### src/design/jts_pkg.sv
`default_nettype none
// ---------------------------------------------------------------------------
// JSON token serializer package
// Transaction types, token kind codes and output segment numbering.
// ---------------------------------------------------------------------------
package jts_pkg;

  localparam logic [3:0] K_BOBJ = 4'd0;
  localparam logic [3:0] K_EOBJ = 4'd1;
  localparam logic [3:0] K_BARR = 4'd2;
  localparam logic [3:0] K_EARR = 4'd3;
  localparam logic [3:0] K_KEY  = 4'd4;
  localparam logic [3:0] K_STR  = 4'd5;
  localparam logic [3:0] K_UINT = 4'd6;
  localparam logic [3:0] K_SINT = 4'd7;
  localparam logic [3:0] K_BOOL = 4'd8;
  localparam logic [3:0] K_NULL = 4'd9;
  localparam logic [3:0] K_HEX  = 4'd10;

  localparam int SEG_COMMA = 0;
  localparam int SEG_NL    = 1;
  localparam int SEG_IND   = 2;
  localparam int SEG_LEAD  = 3;
  localparam int SEG_BODY  = 4;
  localparam int SEG_DEC   = 5;
  localparam int SEG_TAIL  = 6;
  localparam int SEG_COLON = 7;
  localparam int SEG_SPACE = 8;
  localparam int NSEG      = 9;

  localparam int NDIG     = 20;
  localparam int NUM_BITS = 64;

  typedef struct packed {
    logic [3:0]  kind;
    logic [7:0]  char_byte;
    logic [63:0] number;
    logic        first_piece;
    logic        last_piece;
    logic        empty_run;
    logic        upper_hex;
  } in_item_t;

  typedef struct packed {
    logic [7:0] out_byte;
    logic       run_end;
    logic       fail_flag;
  } out_item_t;

endpackage
`default_nettype wire

### src/design/json_token_serializer_unit.sv
`default_nettype none
// ---------------------------------------------------------------------------
// JSON token serializer unit
// Turns a stream of JSON tokens into the bytes of the JSON text.
// ---------------------------------------------------------------------------
// One token is taken per input transaction when in_valid is high and in_stall
// is low. Each token yields zero or more output transactions, one byte each;
// run_end marks the last byte of a token and fail_flag shows the sticky
// failure state after that token. cfg_wr_data selects pretty printing; the
// user must see that it is written only while the unit is idle, as the
// unit itself does not enforce this. A token is decoded when it is taken and
// then occupies the unit while its bytes are emitted, one byte per cycle
// while out_stall is low. Decimal tokens first run a shift-and-add-3 binary
// to BCD conversion, then strip leading zeros, before their digits go out.
// No new token is taken until the last byte of the current one is emitted.
// The output register holds its byte while out_stall is high and the
// sequencer waits with it; no byte is lost or repeated.
// Reset empties the nesting stack, clears the failure, root and key state
// and selects compact output.
// ---------------------------------------------------------------------------
module json_token_serializer_unit #(
  parameter int MAX_DEPTH = 16
) (
  input  wire                 clk,
  input  wire                 rst_n,
  input  wire                 in_valid,
  output logic                in_stall,
  input  jts_pkg::in_item_t   in_item,
  output logic                out_valid,
  input  wire                 out_stall,
  output jts_pkg::out_item_t  out_item,
  input  wire                 cfg_wr_en,
  input  wire                 cfg_wr_data
);
  import jts_pkg::*;

  localparam int DW = $clog2(MAX_DEPTH + 1);
  localparam int IW = (MAX_DEPTH > 1) ? $clog2(MAX_DEPTH) : 1;
  localparam int CW = $clog2(2 * MAX_DEPTH + 1);

  typedef enum logic [3:0] {
    ST_IDLE = 4'b0001,
    ST_CONV = 4'b0010,
    ST_SKIP = 4'b0100,
    ST_EMIT = 4'b1000
  } state_t;

  state_t              state_r, state_nxt;
  logic [DW-1:0]       depth_r;
  logic [MAX_DEPTH-1:0] lvl_arr_r, lvl_first_r;
  logic                key_r, root_r, failed_r, pretty_r;
  logic [NSEG-1:0]     mask_r, mask_nxt;
  logic [7:0]          lead_r;
  logic [47:0]         body_r;
  logic [2:0]          body_cnt_r;
  logic [CW-1:0]       ind_cnt_r;
  logic [4*NDIG-1:0]   bcd_r;
  logic [NUM_BITS-1:0] bin_r;
  logic [6:0]          conv_cnt_r;
  logic [4:0]          dig_cnt_r;
  logic                out_valid_r;
  out_item_t           out_r;

  function automatic logic [7:0] hex_digit(input logic [3:0] v, input logic upper);
    if (v < 4'd10) begin
      hex_digit = 8'h30 + {4'h0, v};
    end else begin
      hex_digit = (upper ? 8'h41 : 8'h61) + {4'h0, v} - 8'd10;
    end
  endfunction

  logic            accept, depth0, top_arr, top_first, is_a, start, ok, go;
  logic [IW-1:0]   top_idx, push_idx;
  logic            bv_ok, bv_fail, bv_arr, kb_ok, kb_fail;
  logic            fail_set, root_set, key_set, key_clr, push, pop, first_clr;
  logic [NSEG-1:0] mask_a;
  logic [7:0]      lead_a;
  logic [47:0]     body_a;
  logic [2:0]      body_n;
  logic [CW-1:0]   ind_n;
  logic [NUM_BITS-1:0] mag;
  logic [7:0]      ch;

  assign accept    = in_valid && !in_stall;
  assign in_stall  = (state_r != ST_IDLE);
  assign depth0    = (depth_r == '0);
  assign top_idx   = IW'(depth_r - DW'(1));
  assign push_idx  = IW'(depth_r);
  assign top_arr   = lvl_arr_r[top_idx];
  assign top_first = lvl_first_r[top_idx];
  assign ch        = in_item.char_byte;

  assign bv_ok   = !failed_r && (depth0 ? !root_r : (top_arr || key_r));
  assign bv_fail = !failed_r && (depth0 ? root_r : (!top_arr && !key_r));
  assign bv_arr  = !failed_r && !depth0 && top_arr;
  assign kb_ok   = !failed_r && !depth0 && !top_arr && !key_r;
  assign kb_fail = !failed_r && (depth0 || top_arr || key_r);

  always_comb begin
    fail_set  = 1'b0;
    root_set  = 1'b0;
    key_set   = 1'b0;
    key_clr   = 1'b0;
    push      = 1'b0;
    pop       = 1'b0;
    first_clr = 1'b0;
    mask_a    = '0;
    lead_a    = 8'h22;
    body_a    = '0;
    body_n    = 3'd0;
    ind_n     = CW'(depth_r) << 1;
    mag       = in_item.number;
    is_a      = (in_item.kind == K_BARR) || (in_item.kind == K_EARR);
    start     = in_item.empty_run || in_item.first_piece;
    ok        = (in_item.kind == K_KEY) ? kb_ok : bv_ok;
    go        = start ? ok : !failed_r;
    case (in_item.kind)
      K_BOBJ, K_BARR: begin
        if (bv_ok) begin
          root_set           = depth0;
          key_clr            = !depth0 && !top_arr;
          first_clr          = bv_arr;
          mask_a[SEG_COMMA]  = bv_arr && !top_first;
          mask_a[SEG_NL]     = bv_arr && pretty_r;
          mask_a[SEG_IND]    = bv_arr && pretty_r;
          mask_a[SEG_LEAD]   = 1'b1;
          lead_a             = is_a ? 8'h5B : 8'h7B;
          if (depth_r >= DW'(MAX_DEPTH)) begin
            fail_set = 1'b1;
          end else begin
            push = 1'b1;
          end
        end else begin
          fail_set = bv_fail;
        end
      end
      K_EOBJ, K_EARR: begin
        if (depth0 || (top_arr != is_a) || (!is_a && key_r)) begin
          fail_set = 1'b1;
        end else begin
          ind_n            = CW'(depth_r - DW'(1)) << 1;
          mask_a[SEG_NL]   = pretty_r && !top_first;
          mask_a[SEG_IND]  = pretty_r && !top_first && (ind_n != '0);
          mask_a[SEG_LEAD] = 1'b1;
          lead_a           = is_a ? 8'h5D : 8'h7D;
          pop              = 1'b1;
          key_clr          = 1'b1;
        end
      end
      K_KEY, K_STR, K_HEX: begin
        if (start && !ok) begin
          fail_set = (in_item.kind == K_KEY) ? kb_fail : bv_fail;
        end
        if (go) begin
          if (start) begin
            mask_a[SEG_LEAD] = 1'b1;
            if (in_item.kind == K_KEY) begin
              key_set           = 1'b1;
              first_clr         = 1'b1;
              mask_a[SEG_COMMA] = !top_first;
              mask_a[SEG_NL]    = pretty_r;
              mask_a[SEG_IND]   = pretty_r;
            end else begin
              root_set          = depth0;
              key_clr           = !depth0 && !top_arr;
              first_clr         = bv_arr;
              mask_a[SEG_COMMA] = bv_arr && !top_first;
              mask_a[SEG_NL]    = bv_arr && pretty_r;
              mask_a[SEG_IND]   = bv_arr && pretty_r;
            end
          end
          if (!in_item.empty_run) begin
            mask_a[SEG_BODY] = 1'b1;
            if (in_item.kind == K_HEX) begin
              body_a = {hex_digit(ch[7:4], in_item.upper_hex),
                        hex_digit(ch[3:0], in_item.upper_hex), 32'h0};
              body_n = 3'd2;
            end else begin
              case (ch)
                8'h22:   begin body_a = {8'h5C, 8'h22, 32'h0}; body_n = 3'd2; end
                8'h5C:   begin body_a = {8'h5C, 8'h5C, 32'h0}; body_n = 3'd2; end
                8'h08:   begin body_a = {8'h5C, 8'h62, 32'h0}; body_n = 3'd2; end
                8'h0C:   begin body_a = {8'h5C, 8'h66, 32'h0}; body_n = 3'd2; end
                8'h0A:   begin body_a = {8'h5C, 8'h6E, 32'h0}; body_n = 3'd2; end
                8'h0D:   begin body_a = {8'h5C, 8'h72, 32'h0}; body_n = 3'd2; end
                8'h09:   begin body_a = {8'h5C, 8'h74, 32'h0}; body_n = 3'd2; end
                default: begin
                  if (ch < 8'h20) begin
                    body_a = {8'h5C, 8'h75, 8'h30, 8'h30,
                              hex_digit(ch[7:4], 1'b1), hex_digit(ch[3:0], 1'b1)};
                    body_n = 3'd6;
                  end else begin
                    body_a = {ch, 40'h0};
                    body_n = 3'd1;
                  end
                end
              endcase
            end
          end
          if (in_item.empty_run || in_item.last_piece) begin
            mask_a[SEG_TAIL]  = 1'b1;
            mask_a[SEG_COLON] = (in_item.kind == K_KEY);
            mask_a[SEG_SPACE] = (in_item.kind == K_KEY) && pretty_r;
          end
        end
      end
      K_UINT, K_SINT, K_BOOL, K_NULL: begin
        if (bv_ok) begin
          root_set          = depth0;
          key_clr           = !depth0 && !top_arr;
          first_clr         = bv_arr;
          mask_a[SEG_COMMA] = bv_arr && !top_first;
          mask_a[SEG_NL]    = bv_arr && pretty_r;
          mask_a[SEG_IND]   = bv_arr && pretty_r;
          if (in_item.kind == K_UINT || in_item.kind == K_SINT) begin
            mask_a[SEG_DEC] = 1'b1;
            if (in_item.kind == K_SINT && in_item.number[NUM_BITS-1]) begin
              mask_a[SEG_LEAD] = 1'b1;
              lead_a           = 8'h2D;
              mag              = ~in_item.number + NUM_BITS'(1);
            end
          end else begin
            mask_a[SEG_BODY] = 1'b1;
            if (in_item.kind == K_NULL) begin
              body_a = {"null", 16'h0};
              body_n = 3'd4;
            end else if (in_item.number != '0) begin
              body_a = {"true", 16'h0};
              body_n = 3'd4;
            end else begin
              body_a = {"false", 8'h0};
              body_n = 3'd5;
            end
          end
        end else begin
          fail_set = bv_fail;
        end
      end
      default: begin
      end
    endcase
  end

  // Emission of one byte from the lowest pending segment
  logic [NSEG-1:0] cur;
  logic            can_emit, seg_done;
  logic [7:0]      emit_b;
  logic [4*NDIG-1:0] bcd_adj;

  assign cur      = mask_r & (~mask_r + NSEG'(1));
  assign can_emit = !out_valid_r || !out_stall;

  always_comb begin
    emit_b   = 8'h20;
    seg_done = 1'b1;
    if (cur[SEG_COMMA]) begin
      emit_b = 8'h2C;
    end else if (cur[SEG_NL]) begin
      emit_b = 8'h0A;
    end else if (cur[SEG_IND]) begin
      emit_b   = 8'h20;
      seg_done = (ind_cnt_r == CW'(1));
    end else if (cur[SEG_LEAD]) begin
      emit_b = lead_r;
    end else if (cur[SEG_BODY]) begin
      emit_b   = body_r[47:40];
      seg_done = (body_cnt_r == 3'd1);
    end else if (cur[SEG_DEC]) begin
      emit_b   = {4'h3, bcd_r[4*NDIG-1 -: 4]};
      seg_done = (dig_cnt_r == 5'd1);
    end else if (cur[SEG_TAIL]) begin
      emit_b = 8'h22;
    end else if (cur[SEG_COLON]) begin
      emit_b = 8'h3A;
    end
  end

  always_comb begin
    for (int i = 0; i < NDIG; i++) begin
      bcd_adj[4*i +: 4] = (bcd_r[4*i +: 4] >= 4'd5) ? bcd_r[4*i +: 4] + 4'd3
                                                    : bcd_r[4*i +: 4];
    end
  end

  always_comb begin
    state_nxt = state_r;
    mask_nxt  = mask_r;
    unique case (state_r)
      ST_IDLE: begin
        if (accept) begin
          mask_nxt = mask_a;
          if (mask_a[SEG_DEC]) begin
            state_nxt = ST_CONV;
          end else if (mask_a != '0) begin
            state_nxt = ST_EMIT;
          end
        end
      end
      ST_CONV: begin
        if (conv_cnt_r == 7'd1) begin
          state_nxt = ST_SKIP;
        end
      end
      ST_SKIP: begin
        if (dig_cnt_r == 5'd1 || bcd_r[4*NDIG-1 -: 4] != 4'h0) begin
          state_nxt = ST_EMIT;
        end
      end
      ST_EMIT: begin
        if (can_emit && seg_done) begin
          mask_nxt = mask_r & ~cur;
          if ((mask_r & ~cur) == '0) begin
            state_nxt = ST_IDLE;
          end
        end
      end
      default: begin
        state_nxt = ST_IDLE;
      end
    endcase
  end

  always_ff @(posedge clk) begin
    if (!rst_n) begin
      state_r     <= ST_IDLE;
      mask_r      <= '0;
      depth_r     <= '0;
      key_r       <= 1'b0;
      root_r      <= 1'b0;
      failed_r    <= 1'b0;
      pretty_r    <= 1'b0;
      out_valid_r <= 1'b0;
    end else begin
      state_r <= state_nxt;
      mask_r  <= mask_nxt;
      if (cfg_wr_en) begin
        pretty_r <= cfg_wr_data;
      end
      if (accept) begin
        if (push) begin
          depth_r <= depth_r + DW'(1);
        end else if (pop) begin
          depth_r <= depth_r - DW'(1);
        end
        if (key_set) begin
          key_r <= 1'b1;
        end else if (key_clr || push) begin
          key_r <= 1'b0;
        end
        if (root_set) begin
          root_r <= 1'b1;
        end
        if (fail_set) begin
          failed_r <= 1'b1;
        end
      end
      if (state_r == ST_EMIT && can_emit) begin
        out_valid_r <= 1'b1;
      end else if (!out_stall) begin
        out_valid_r <= 1'b0;
      end
    end
  end

  always_ff @(posedge clk) begin
    for (int i = 0; i < MAX_DEPTH; i++) begin
      if (accept && push && push_idx == IW'(i)) begin
        lvl_arr_r[i]   <= is_a;
        lvl_first_r[i] <= 1'b1;
      end else if (accept && first_clr && top_idx == IW'(i)) begin
        lvl_first_r[i] <= 1'b0;
      end
    end
    if (accept) begin
      lead_r     <= lead_a;
      body_r     <= body_a;
      body_cnt_r <= body_n;
      ind_cnt_r  <= ind_n;
      bin_r      <= mag;
      bcd_r      <= '0;
      conv_cnt_r <= 7'(NUM_BITS);
      dig_cnt_r  <= 5'(NDIG);
    end else if (state_r == ST_CONV) begin
      bcd_r      <= {bcd_adj[4*NDIG-2:0], bin_r[NUM_BITS-1]};
      bin_r      <= bin_r << 1;
      conv_cnt_r <= conv_cnt_r - 7'd1;
    end else if (state_r == ST_SKIP) begin
      if (dig_cnt_r != 5'd1 && bcd_r[4*NDIG-1 -: 4] == 4'h0) begin
        bcd_r     <= bcd_r << 4;
        dig_cnt_r <= dig_cnt_r - 5'd1;
      end
    end else if (state_r == ST_EMIT && can_emit) begin
      out_r.out_byte  <= emit_b;
      out_r.run_end   <= seg_done && ((mask_r & ~cur) == '0);
      out_r.fail_flag <= failed_r;
      if (cur[SEG_IND]) begin
        ind_cnt_r <= ind_cnt_r - CW'(1);
      end
      if (cur[SEG_BODY]) begin
        body_r     <= body_r << 8;
        body_cnt_r <= body_cnt_r - 3'd1;
      end
      if (cur[SEG_DEC]) begin
        bcd_r     <= bcd_r << 4;
        dig_cnt_r <= dig_cnt_r - 5'd1;
      end
    end
  end

  assign out_valid = out_valid_r;
  assign out_item  = out_r;

  a_depth_bound: assert property (@(posedge clk) disable iff (!rst_n)
    depth_r <= DW'(MAX_DEPTH))
    else $error("nesting depth beyond its limit");

  a_fail_sticky: assert property (@(posedge clk) disable iff (!rst_n)
    failed_r |=> failed_r)
    else $error("failure flag cleared without reset");

  a_emit_pending: assert property (@(posedge clk) disable iff (!rst_n)
    (state_r == ST_EMIT) |-> (mask_r != '0))
    else $error("emitting with no segment pending");

endmodule
`default_nettype wire
### config.mk
export PLATFORM = sky130hd
export DESIGN_NAME = json_token_serializer_unit
export DESIGN_NICKNAME = d
export VERILOG_FILES = /design/src/design/jts_pkg.sv /design/src/design/json_token_serializer_unit.sv
export SDC_FILE = /design/constraint.sdc
export NUM_CORES = 1
export LEC_CHECK = 0
export ABC_AREA = 1
export BUFFER_PORTS_ARGS = -buffer_cell sky130_fd_sc_hd__clkbuf_2
export CAP_MARGIN = 20
export CORE_MARGIN = 1.5
export CORE_UTILIZATION = 50
export CTS_BUF_LIST = sky130_fd_sc_hd__clkbuf_4 sky130_fd_sc_hd__clkbuf_8 sky130_fd_sc_hd__clkbuf_16
export CTS_CLUSTER_DIAMETER = 30
export DETAILED_ROUTE_END_ITERATION = 10
export PLACE_DENSITY = 0.78
export SLEW_MARGIN = 20
export SYNTH_ARGS = -nofsm -noshare
export SYNTH_HDL_FRONTEND = slang
export SYNTH_SLANG_ARGS = --single-unit
### constraint.sdc
create_clock -name clk -period 6.5 [get_ports clk]
set_clock_uncertainty 0.15 [all_clocks]
set_input_delay 1.3 -clock clk [delete_from_list [all_inputs] [get_ports clk]]
set_output_delay 1.3 -clock clk [all_outputs]
set_load 0.02 [all_outputs]
---- Word-level counts from Yosys, hierarchy flattened ----
Index checks and enable logic that the tools add are counted.
storage, ports and cells
  output and inout port bits .............. 12
  word-level logic and storage cells ...... 485
  input bits .............................. 86
  flip-flop bits (word level) ............. 286
cells by class
  eq/ne operators ......................... 69
  bitwise gates (word level) .............. 8
  add/subtract/negate cells ............... 39
  $lt $le $gt $ge ......................... 25
  mux-type cells .......................... 172
  reductions and logical operators ........ 119
operator list
  cell                   number
  $mux 48                9
  $mux 80                5
  $mux 64                6
  $pmux 48 s7            1
  $mux 4                 31
  $pmux 48 s2            1
  $mux 47                2
  $mux 45                2
  $eq 4x4->1 const B     20
  $ge 4x3->1 const B     20
  $mux 6                 13
  $add 4x2->4 const B    19
  $add 64x1->64 const B  1
  $not 64->64            1
  $reduce_bool 64->1     1
  $mux 3                 19
  $logic_and 1x1->1      56
  $eq 4x3->1 const B     13
  $mux 1                 50
  $mux 5                 10
  $mux 8                 6
  $eq 8x4->1 const B     5
  $sub 8x4->8 const B    4
  $eq 4x2->1 const B     7
  other kinds (62)       130

---- Logic depth before layout (Yosys ltp) ----
Gate-level depths: netlist of run 1.
  word-level depth ........................ 15
  mapped depth ............................ 22
  depth with buffers taken out ............ 19

---- Least setup slack after synthesis of run 1 ----
OpenSTA, ideal clock, no wires.
  path kind ............................... input to register
  from .................................... in out_stall
  to ...................................... reg body_cnt_r[0] (enable)
  setup time .............................. 513 ps
  data required time ...................... 5837 ps
  stages on the path ...................... 5
  slack ................................... 485 ps
  arrival ................................. 5352 ps
  path buffers ............................ 0
  path through ............................ nand2_1 -> inv_1 -> nor2_1 -> inv_1 -> o21ai_0
on the way
  longest elaborated chain between the ends .. 5
ends and longest elaborated chain
  what                         RTL line                           RTL
  start: declaration           json_token_serializer_unit.sv:30   input wire out_stall,
  $logic_not 1->1              --
  $logic_or 1x1->1             json_token_serializer_unit.sv:251  assign can_emit = !out_valid_r || !out_stall;
  $logic_and 1x1->1            json_token_serializer_unit.sv:392  end else if (state_r == ST_EMIT && can_emit) begin
  $reduce_bool 2->1 (no line)  --
  $reduce_and 4->1 (no line)   --
  end signal: assignment       json_token_serializer_unit.sv:377  body_cnt_r <= body_n;
  end signal: assignment       json_token_serializer_unit.sv:401  body_cnt_r <= body_cnt_r - 3'd1;
  end: declaration             json_token_serializer_unit.sv:55   logic [2:0] body_cnt_r;
No other way between the ends.
A chain may end at the register's enable or synchronous reset.

---- Worst setup path after layout of run 1 ----
  from .................................... reg depth_r[0]
  to ...................................... reg bin_r[41], data pin
on the way
  longest elaborated chain between the ends .. 9
  elaborated cells on any way between the ends .. 10
  classes of those cells .................. 1 x add/sub; 6 x mux; 3 x reduce/logical
ends and longest elaborated chain
  what                          RTL line                           RTL
  start: declaration            json_token_serializer_unit.sv:49   logic [DW-1:0] depth_r;
  start signal: assignment      json_token_serializer_unit.sv:341  depth_r <= depth_r + DW'(1);
  start signal: assignment      json_token_serializer_unit.sv:343  depth_r <= depth_r - DW'(1);
  $sub 5x1->5                   --
  $bmux 1 s4                    json_token_serializer_unit.sv:89   assign top_arr = lvl_arr_r[top_idx];
  $mux 1 (implied by the code)  json_token_serializer_unit.sv:89
  $logic_or 1x1->1              json_token_serializer_unit.sv:93   assign bv_ok = !failed_r && (depth0 ? !root_r : (top_arr || key_r));
  $mux 1 (*)                    json_token_serializer_unit.sv:93
  $logic_and 1x1->1 (*)         json_token_serializer_unit.sv:93
  $mux 64 (*)                   json_token_serializer_unit.sv:208  if (bv_ok) begin
  $mux 64 (*)                   json_token_serializer_unit.sv:117  case (in_item.kind)
  $mux 64 (*)                   json_token_serializer_unit.sv:374  if (accept) begin
  end signal: assignment        json_token_serializer_unit.sv:379  bin_r <= mag;
  end signal: assignment        json_token_serializer_unit.sv:385  bin_r <= bin_r << 1;
  end: declaration              json_token_serializer_unit.sv:58   logic [NUM_BITS-1:0] bin_r;
Every way passes the cells marked *; elsewhere a longest branch is shown, timed or not. The select of a mux whose other input is x is not followed.

==> results.py, run 1 <==
metrics = {
    "die": {
        "ios": 98,
        "die_area_sq_um": 35600,
        "core_area_sq_um": 33700,
        "start_util_pct": 51.1,
        "die-height_microns": 189,
        "die_w_microns": 189,
        "rows": 67,
    },
    "yosys": {
        "yosysWarnings": 0,
        "yosysUniqueCellTypes": 56,
        "synth_edf_count": 147,
        "syn_area_sq_um": 17200,
        "synth_flop_cell": "edfxtp_1",
        "synth-seq-area-share_pct": 40.9,
        "syn-num-nets": 2438,
        "synthCells": 2287,
        "avgSynthCellArea_sq_um": 7.53,
        "yosys_register_bits": 278,
        "async_flop_share_pct": 0,
    },
    "critical_path": {
        "path_class": "reg2reg",
        "worstPathRequired_ns": 6.66,
        "crit_end": "bin_r[41]",
        "critPathLaunchType": "flip-flop",
        "cp_max_fo": 44,
        "rr_startpoint": "depth_r[0]",
        "end_kind": "flip-flop",
        "cp.arrival_ns": 4.87,
        "startpoint": "depth_r[0]",
        "r2r_slack_ns": 1.79,
        "rr_worst_depth": 16,
        "r2r-end": "bin_r[41]",
    },
    "finish": {
        "final_area_sq_um": 20400,
        "antenna_cells": 0,
        "area.growth.synth_to_final_pct": 18.8,
        "fillers": 2970,
        "drive_gt1_share_pct": 12.4,
        "final_nets": 2532,
    },
    "grt": {
        "antenna_found_initial": 0,
        "first_global_vias": 15400,
        "grt_overflow": 0,
        "grt_first_pass_wirelength_microns": 74900,
        "grt.total_usage_pct": 25.6,
        "grt_max_degree": 116,
    },
    "detailed_routing": {
        "routed_wl_microns": 45500,
        "wl_per_cell_microns": 15.8,
        "vias": 16100,
        "drtIter0Drc": 1388,
        "vias_per_cell": 5.58,
        "drc": 0,
        "drtAntennaViolNets": 0,
        "first_pass_iters": 6,
    },
    "power_and_ir_drop": {
        "p_seq_share_pct": 33.1,
        "intPower_mw": 5.41,
        "leakagePower_nw": 8.81,
        "p_per_area_nw_per_um2": 389,
        "swShare_pct": 32.1,
        "fin_total_pwr_mw": 7.96,
        "switching_power_mw": 2.55,
        "clkPwrFrac_pct": 44.2,
        "ir_drop_mv": 0.256,
        "pwr-share-comb_pct": 22.7,
    },
    "worst_hold_path": {
        "hp-class": "reg2reg",
    },
    "place": {
        "dp_slack_ns": 1.81,
        "post_dp_cell_area_sq_um": 18000,
        "place.gp.congestion": 0.913,
        "port-buffer-count": 97,
        "post-dp-hpwl_microns": 30600,
    },
    "sta": {
        "fmax_ghz": 0.213,
        "hold_viol": 0,
        "rsz0062_at_grt": "false",
        "setup_viol": 0,
        "drv_slew": 0,
        "fin_setup_tns_ns": 0,
        "post-route-min-period_ns": 4.71,
        "worst_pin_slew_ns": 1.01,
        "finalWorstSetupSlack_ns": 1.79,
        "slew_headroom_pct": 32.6,
        "fin_crit_sh_pct": 72.4,
    },
    "clock_network": {
        "ctsResizeCount": 0,
        "clock_latency_ns": 0.57,
        "cts_tree": "done",
        "cts-htree-levels": 3,
        "path_clk_slew_ns": 0.04,
        "ctsHoldBuffers": 0,
        "cts-root-buf": "clkbuf_16",
        "cts_buffers": 70,
        "post_cts_buffers": 0,
        "cts_sinks": 278,
        "clock_path_buffers": 3,
    },
    "flow_run": {
        "maxCapViolCount": 0,
    },
    "status": {
        "outcome": "finished clean",
    },
}
power by group through the flow:
stage / logic, mW / registers (mW) / clock network, mW
floorplan: 1.34 / 2.62 / 0
global placement: 1.71 / 2.64 / 0
detailed placement: 1.77 / 2.66 / 0
CTS: 1.80 / 2.63 / 3.56
global route: 2.05 / 2.68 / 3.65
finish: 1.81 / 2.63 / 3.52
logic make-up (layout without fill, tap and decap cells):
logic type / count (synthesis) / after routing / share of synthesized area, %
AO/OA/AOI/OAI: 531 / 531 / 17.3
XOR/XNOR: 83 / 83 / 4.31
adder cells (fa/ha/maj): 65 / 65 / 4.72
buffers and inverters: 363 / 512 / 8.25
flip-flops: 278 / 278 / 40.9
multiplexers: 1 / 1 / 0.0581
AND/OR/NAND/NOR: 966 / 966 / 24.5
flip-flops by register name (all words and copies together) (netlist names), 3 cells and up:
signal,flops
out_item,10
lead_r,5
bin_r,64
mask_r,9
conv_cnt_r,7
dig_cnt_r,5
bcd_r,80
lvl_arr_r,16
ind_cnt_r,6
state_r,4
depth_r,5
body_r,43
lvl_first_r,16
body_cnt_r,3
cell usage in the layout, fill, tap and decap left out, types with 73 or more instances in the layout:
master and count:
nand2_1 501, nand3_1 113, o21ai_0 219, inv_1 264, nor2_1 217, clkbuf_2 97
a21oi_1 161, dfxtp_1 131, edfxtp_1 147, clkbuf_16 73
synth_stat cells (33+ instances only):
library cell,count,area (sq um)
a21oi_1,161,806
edfxtp_1,147,4410
o211ai_1,33,248
clkbuf_1,50,188
nor3_1,34,170
nand2_1,502,1880
inv_1,265,995
nor2_1,218,818
xor2_1,65,569
ha_1,65,813
nand3_1,114,571
dfxtp_1,131,2620
o21ai_0,220,1100
critical path, stage by stage, from the launching register on:
cell and delay (ns):
dfxtp_1 0.87, inv_2 0.35, ha_1 0.56, inv_2 0.14, nor2_1 0.12, o21ai_1 0.07
nand3_1 0.12, nand3_4 0.11, nand4_4 0.10, nand2_4 0.07, nor2_4 0.32, nand2_4 0.38
inv_2 0.46, o21ai_0 0.18, or2_2 0.30, nand3_1 0.06, nand2_1 0.06
area by class of cell:
cell class / instances / area [sq um] / area share [%]
multi-input combinational: 1646 / 8800 / 43.0
inverter: 279 / 1050 / 5.16
tap: 448 / 561 / 2.74
sequential: 278 / 7040 / 34.4
timing repair buffer: 106 / 566 / 2.77
clock buffer: 89 / 1980 / 9.70
clock inverter: 38 / 447 / 2.18
metrics by stage:
stage / hold slack (ns) / instances / util (%)
final: 0.314 / 2884 / 60.7
after global routing: 0.319 / 2884 / 60.7
after CTS: 0.311 / 2883 / 60.6
after detailed placement: 0.303 / 2756 / 53.4
after global placement: 0.297 / 2756 / 53.4
after floorplan: 0.268 / 2287 / -
worst min-delay path by stage:
stage / from / endpoint / slack, ns / depth (start not counted)
after CTS: lvl_first_r[9] / lvl_first_r[9] / 0.31 / 2
final: lvl_first_r[8] / lvl_first_r[8] / 0.31 / 2
after global placement: lvl_first_r[14] / lvl_first_r[14] / 0.30 / 2
after detailed placement: lvl_first_r[14] / lvl_first_r[14] / 0.30 / 2
after global routing: lvl_first_r[4] / lvl_first_r[4] / 0.32 / 2
after floorplan: lvl_first_r[13] / lvl_first_r[13] / 0.27 / 2
layer usage:
metal	wire length (microns)	part of all wire (%)	GRT usage (%)
met5	0	0	0
met2	20900	46	41.8
met4	1060	2.3	9.71
met3	3360	7.4	4.73
met1	20100	44	33.8
(Power assumes the default switching activity.)
==> run 2, diff against run 1 <==
- clock period: 6.5 -> 4.55 ns (I/O delays scaled with it)
==> results.py, run 2 (synthesized netlist as in run 1, its figures left out) <==
metrics = {
    "detailed_routing": {
        "drtIter0Drc": 1801,
        "wl_per_cell_microns": 16.0,
        "first_pass_iters": 7,
        "drtAntennaViolNets": 0,
        "vias": 16300,
        "routed_wl_microns": 46300,
        "drc": 0,
        "vias_per_cell": 5.61,
    },
    "critical_path": {
        "critPathLaunchType": "flip-flop",
        "rr_startpoint": "depth_r[1]",
        "r2r_slack_ns": 0.67,
        "path_class": "reg2reg",
        "r2r-end": "bin_r[41]",
        "cp_max_fo": 31,
        "end_kind": "flip-flop",
        "cp.arrival_ns": 4.05,
        "worstPathRequired_ns": 4.72,
        "rr_worst_depth": 16,
    },
    "clock_network": {
        "cts-htree-levels": 3,
        "cts_sinks": 278,
        "ctsHoldBuffers": 0,
        "ctsResizeCount": 0,
        "clock_path_buffers": 3,
        "path_clk_slew_ns": 0.04,
        "cts_tree": "done",
        "post_cts_buffers": 0,
        "clock_latency_ns": 0.57,
        "cts-root-buf": "clkbuf_16",
        "cts_buffers": 71,
    },
    "worst_hold_path": {
        "hold_start": "lvl_first_r[3]",
        "hp-class": "reg2reg",
        "hold_path_end": "lvl_first_r[3]",
        "min_path_cells": 2,
    },
    "finish": {
        "drive_gt1_share_pct": 12.9,
        "final_nets": 2541,
        "largest_register": "bcd_r",
        "final_common_cell": "nand2_1",
        "fin_cells": 2897,
        "largest_reg_flops": 80,
        "area.growth.synth_to_final_pct": 19.5,
        "top_regs": "bcd_r: 80 flops, bin_r: 64 flops, body_r: 43 flops",
        "mostFrequentLayoutCells": "501 x nand2_1, 264 x inv_1, 219 x o21ai_0",
    },
    "sta": {
        "drv_slew": 0,
        "whs_ns": 0.308,
        "fmax_ghz": 0.257,
        "hold_viol": 0,
        "setup_viol": 0,
        "fin_setup_tns_ns": 0,
        "finalWorstSetupSlack_ns": 0.666,
        "worst_pin_slew_ns": 1.03,
        "slew_headroom_pct": 31.5,
        "post-route-min-period_ns": 3.88,
        "fin_crit_sh_pct": 85.4,
        "rsz0062_at_grt": "false",
    },
    "power_and_ir_drop": {
        "p_per_area_nw_per_um2": 563,
        "intPower_mw": 7.85,
        "pwr-share-comb_pct": 22.9,
        "clkPwrFrac_pct": 44.6,
        "swShare_pct": 32.3,
        "leakagePower_nw": 8.90,
        "ir_drop_mv": 0.408,
        "p_seq_share_pct": 32.5,
        "switching_power_mw": 3.75,
        "fin_total_pwr_mw": 11.6,
    },
    "grt": {
        "grt_first_pass_wirelength_microns": 75400,
        "grt_max_degree": 111,
        "first_global_vias": 15600,
        "grt_overflow": 0,
        "antenna_found_initial": 2,
        "grt.total_usage_pct": 25.8,
    },
    "place": {
        "placed_cells": 2765,
        "port-buffer-count": 97,
        "post-dp-hpwl_microns": 31100,
        "place.gp.congestion": 0.983,
        "dp_slack_ns": 0.733,
    },
    "die": {
        "rows": 67,
        "ios": 98,
        "die_w_microns": 189,
        "start_util_pct": 51.1,
        "core_area_sq_um": 33700,
        "die_area_sq_um": 35600,
        "die-height_microns": 189,
    },
    "flow_run": {
        "maxCapViolCount": 0,
    },
    "status": {
        "outcome": "finished clean",
    },
}
==> run 2: cell types whose count changed in the layout (fill, tap and decap cells not counted), sizes merged <==
cell,before,now
buf,9,17
inv,281,285
clkinv,22,24
clkinvlp,7,5
bufinv,7,8
diode,0,1
clkbuf,186,185
==> run 2: how the worst max path moves through the flow <==
stage | start | end | slack (ns) | cells past startpoint
after floorplan | out_stall | body_cnt_r[0] | 0.16 | 5
after global placement | in_item[4] | body_r[36] | 0.89 | 18
after detailed placement | depth_r[1] | bin_r[41] | 0.73 | 16
after CTS | depth_r[1] | bin_r[41] | 0.72 | 16
after global routing | depth_r[1] | bin_r[41] | 0.43 | 16
final | depth_r[1] | bin_r[41] | 0.67 | 16
==> run 2: through the flow <==
step                      cell area, sq um  util, %
final                                20600     61.1
after global placement               18100     53.6
after global routing                 20600     61.1
after detailed placement             18100     53.6
after floorplan                      17200        -
after CTS                            20600     61.1
==> run 2: critical path, cell delays in order (launching register included) <==
cell	delay, ns
dfxtp_1	0.47
inv_1	0.16
ha_1	0.50
inv_2	0.15
nor2_1	0.13
o21ai_1	0.07
nand3_1	0.13
nand3_4	0.12
nand4_4	0.11
nand2_4	0.07
nor2_4	0.26
nand2_4	0.27
inv_2	0.40
o21ai_0	0.20
or2_2	0.31
nand3_1	0.07
nand2_1	0.06
==> run 2: routing by layer <==
metal,global-route usage (%),vias up,share of wire [%]
met4,11.8,0,3.1
met2,41.7,715,46
li1,-,7942,-
met1,33.5,7486,42
met3,4.97,121,8.4
met5,0,-,0
==> run 2: area by class of cell <==
cell class                      instances  area [sq um]
Clock inverter                         43           507
Timing Repair Buffer                  114           626
Inverter                              279          1050
Fill cell                            2904         13100
Tap cell                              448           561
Clock buffer                           88          1990
Antenna cell                            1          2.50
Sequential cell                       278          7040
Multi-Input combinational cell       1646          8800
==> run 2: power groups by stage <==
stage / logic (mW) / clock network [mW] / registers [mW]
2_1_floorplan: 1.92 / 0 / 3.74
6_report: 2.65 / 5.17 / 3.77
3_5_place_dp: 2.58 / 0 / 3.79
5_1_grt: 2.99 / 5.36 / 3.83
4_1_cts: 2.64 / 5.23 / 3.76
3_3_place_gp: 2.50 / 0 / 3.77
==> run 3, diff against run 2 <==
- BUFFER_PORTS_ARGS: -buffer_cell sky130_fd_sc_hd__clkbuf_2 -> default
- CELL_PAD_IN_SITES_DETAIL_PLACEMENT: default -> 0
- CELL_PAD_IN_SITES_GLOBAL_PLACEMENT: default -> 1
- CORE_UTILIZATION: 50 -> 48
- DONT_BUFFER_PORTS: default -> 1
- PLACE_DENSITY: 0.78 -> 0.92
- TNS_END_PERCENT: default -> 5
==> results.py, run 3 (synthesized netlist as in run 1, its figures left out) <==
metrics = {
    "finish": {
        "antenna_cells": 0,
        "largest_register": "bcd_r",
        "final_common_cell": "nand2_1",
        "drive_gt1_share_pct": 9.41,
        "top_regs": "bcd_r: 80 flops, bin_r: 64 flops, body_r: 43 flops",
        "area.growth.synth_to_final_pct": 17.9,
        "fillers": 3228,
        "final_nets": 2448,
        "largest_reg_flops": 80,
        "mostFrequentLayoutCells": "501 x nand2_1, 264 x inv_1, 219 x o21ai_0",
        "final_util_pct": 57.3,
    },
    "sta": {
        "rsz0062_at_grt": "false",
        "slew_headroom_pct": 38.4,
        "fin_setup_tns_ns": 0,
        "drv_slew": 0,
        "fin_crit_sh_pct": 79.1,
        "fmax_ghz": 0.278,
        "post-route-min-period_ns": 3.60,
        "worst_pin_slew_ns": 0.914,
        "setup_viol": 0,
        "hold_viol": 0,
        "whs_ns": 0.311,
    },
    "grt": {
        "grt.total_usage_pct": 24.7,
        "grt_max_degree": 122,
        "first_global_vias": 15100,
        "grt_overflow": 0,
        "antenna_found_initial": 1,
        "grt_first_pass_wirelength_microns": 74000,
    },
    "clock_network": {
        "post_cts_buffers": 0,
        "cts_sinks": 278,
        "ctsResizeCount": 0,
        "cts_buffers": 74,
        "path_clk_slew_ns": 0.04,
        "cts-htree-levels": 3,
        "ctsHoldBuffers": 0,
        "clock_latency_ns": 0.57,
        "cts_tree": "done",
        "clock_path_buffers": 3,
        "cts-root-buf": "clkbuf_16",
    },
    "critical_path": {
        "cp_max_fo": 21,
        "end_kind": "flip-flop",
        "path_class": "reg2reg",
        "worstPathRequired_ns": 4.67,
        "cp.arrival_ns": 3.71,
        "critPathLaunchType": "flip-flop",
    },
    "power_and_ir_drop": {
        "ir_drop_mv": 0.371,
        "leakagePower_nw": 8.59,
        "p_per_area_nw_per_um2": 581,
    },
    "detailed_routing": {
        "vias": 15700,
        "drtAntennaViolNets": 0,
        "wl_per_cell_microns": 16.1,
        "vias_per_cell": 5.56,
        "drc": 0,
        "routed_wl_microns": 45300,
        "drtIter0Drc": 1115,
        "first_pass_iters": 5,
    },
    "place": {
        "port-buffer-count": 0,
        "post-dp-hpwl_microns": 30900,
        "place.gp.congestion": 0.913,
    },
    "die": {
        "rows": 69,
        "die_w_microns": 192,
        "start_util_pct": 48.6,
        "core_area_sq_um": 35400,
        "die-height_microns": 192,
        "die_area_sq_um": 37000,
        "ios": 98,
    },
    "status": {
        "outcome": "finished clean",
    },
    "worst_hold_path": {
        "hp-class": "reg2reg",
    },
    "flow_run": {
        "maxCapViolCount": 0,
    },
}
==> run 3: cell types whose count changed in the layout (fill, tap and decap cells not counted), moves of 2 or more <==
| cell | before | now |
|---|---|---|
| bufinv_16 | 8 | 10 |
| clkbuf_16 | 75 | 79 |
| clkbuf_2 | 97 | 0 |
| clkbuf_8 | 3 | 6 |
| clkinv_1 | 4 | 8 |
| clkinv_2 | 14 | 11 |
| inv_6 | 9 | 7 |
==> run 3: final cells by class <==
class / count / area, sq um / share of cell area [%]
tap: 461 / 577 / 2.84
inverter: 279 / 1050 / 5.20
multi-input combinational: 1646 / 8800 / 43.4
sequential: 278 / 7040 / 34.7
clock inverter: 44 / 538 / 2.65
clock buffer: 94 / 2130 / 10.5
timing repair buffer: 18 / 160 / 0.789
==> run 3: power breakdown <==
| group | internal (mW) | switching (mW) | total [mW] |
|---|---|---|---|
| registers | 3.47 | 0.318 | 3.79 |
| logic | 0.762 | 1.76 | 2.52 |
| clock network | 3.87 | 1.61 | 5.48 |
==> run 3: worst paths after layout <==
| path | from | end | slack (ns) | cells past startpoint |
|---|---|---|---|---|
| setup reg to reg | depth_r[1] | lvl_arr_r[3] | 0.95 | 15 |
| setup / recovery | depth_r[1] | lvl_arr_r[3] | 0.95 | 15 |
| hold / removal | lvl_first_r[5] | lvl_first_r[5] | 0.31 | 2 |
| hold reg to reg | lvl_first_r[5] | lvl_first_r[5] | 0.31 | 2 |
==> run 3: critical path, stage by stage (launching register included) <==
cell and delay (ns):
dfxtp_1 0.44, inv_1 0.16, ha_1 0.49, inv_2 0.15, nor2_1 0.14, nand2_1 0.06, nand3_1 0.11, nand3_4 0.13
nand4_4 0.11, nand2_4 0.08, nor2_4 0.11, buf_4 0.22, nand3_4 0.16, nor2_4 0.45, nand2_1 0.18, nor2_1 0.15
==> run 3: routing by layer <==
layer  part of all wire (%)  up-vias  global-route usage [%]  wire length, microns
li1                       -     7765                       -                     -
met1                     43     7305                    30.4                 19400
met2                     47      497                    41.3                 21400
met3                    6.6      118                    5.84                  3000
met4                    3.2        2                    10.5                  1450
met5                  0.029        -                       0                    13
==> run 3: metrics by stage <==
step | total power [mW] | cell area [sq um] | cells | setup slack, ns
floorplan | 5.66 | 17200 | 2287 | 0.165
CTS | 11.8 | 20300 | 2820 | 0.968
finish | 11.8 | 20300 | 2820 | 0.953
detailed placement | 6.31 | 17600 | 2682 | 0.987
global placement | 6.22 | 17600 | 2682 | 1.08
global route | 12.4 | 20300 | 2820 | 0.640
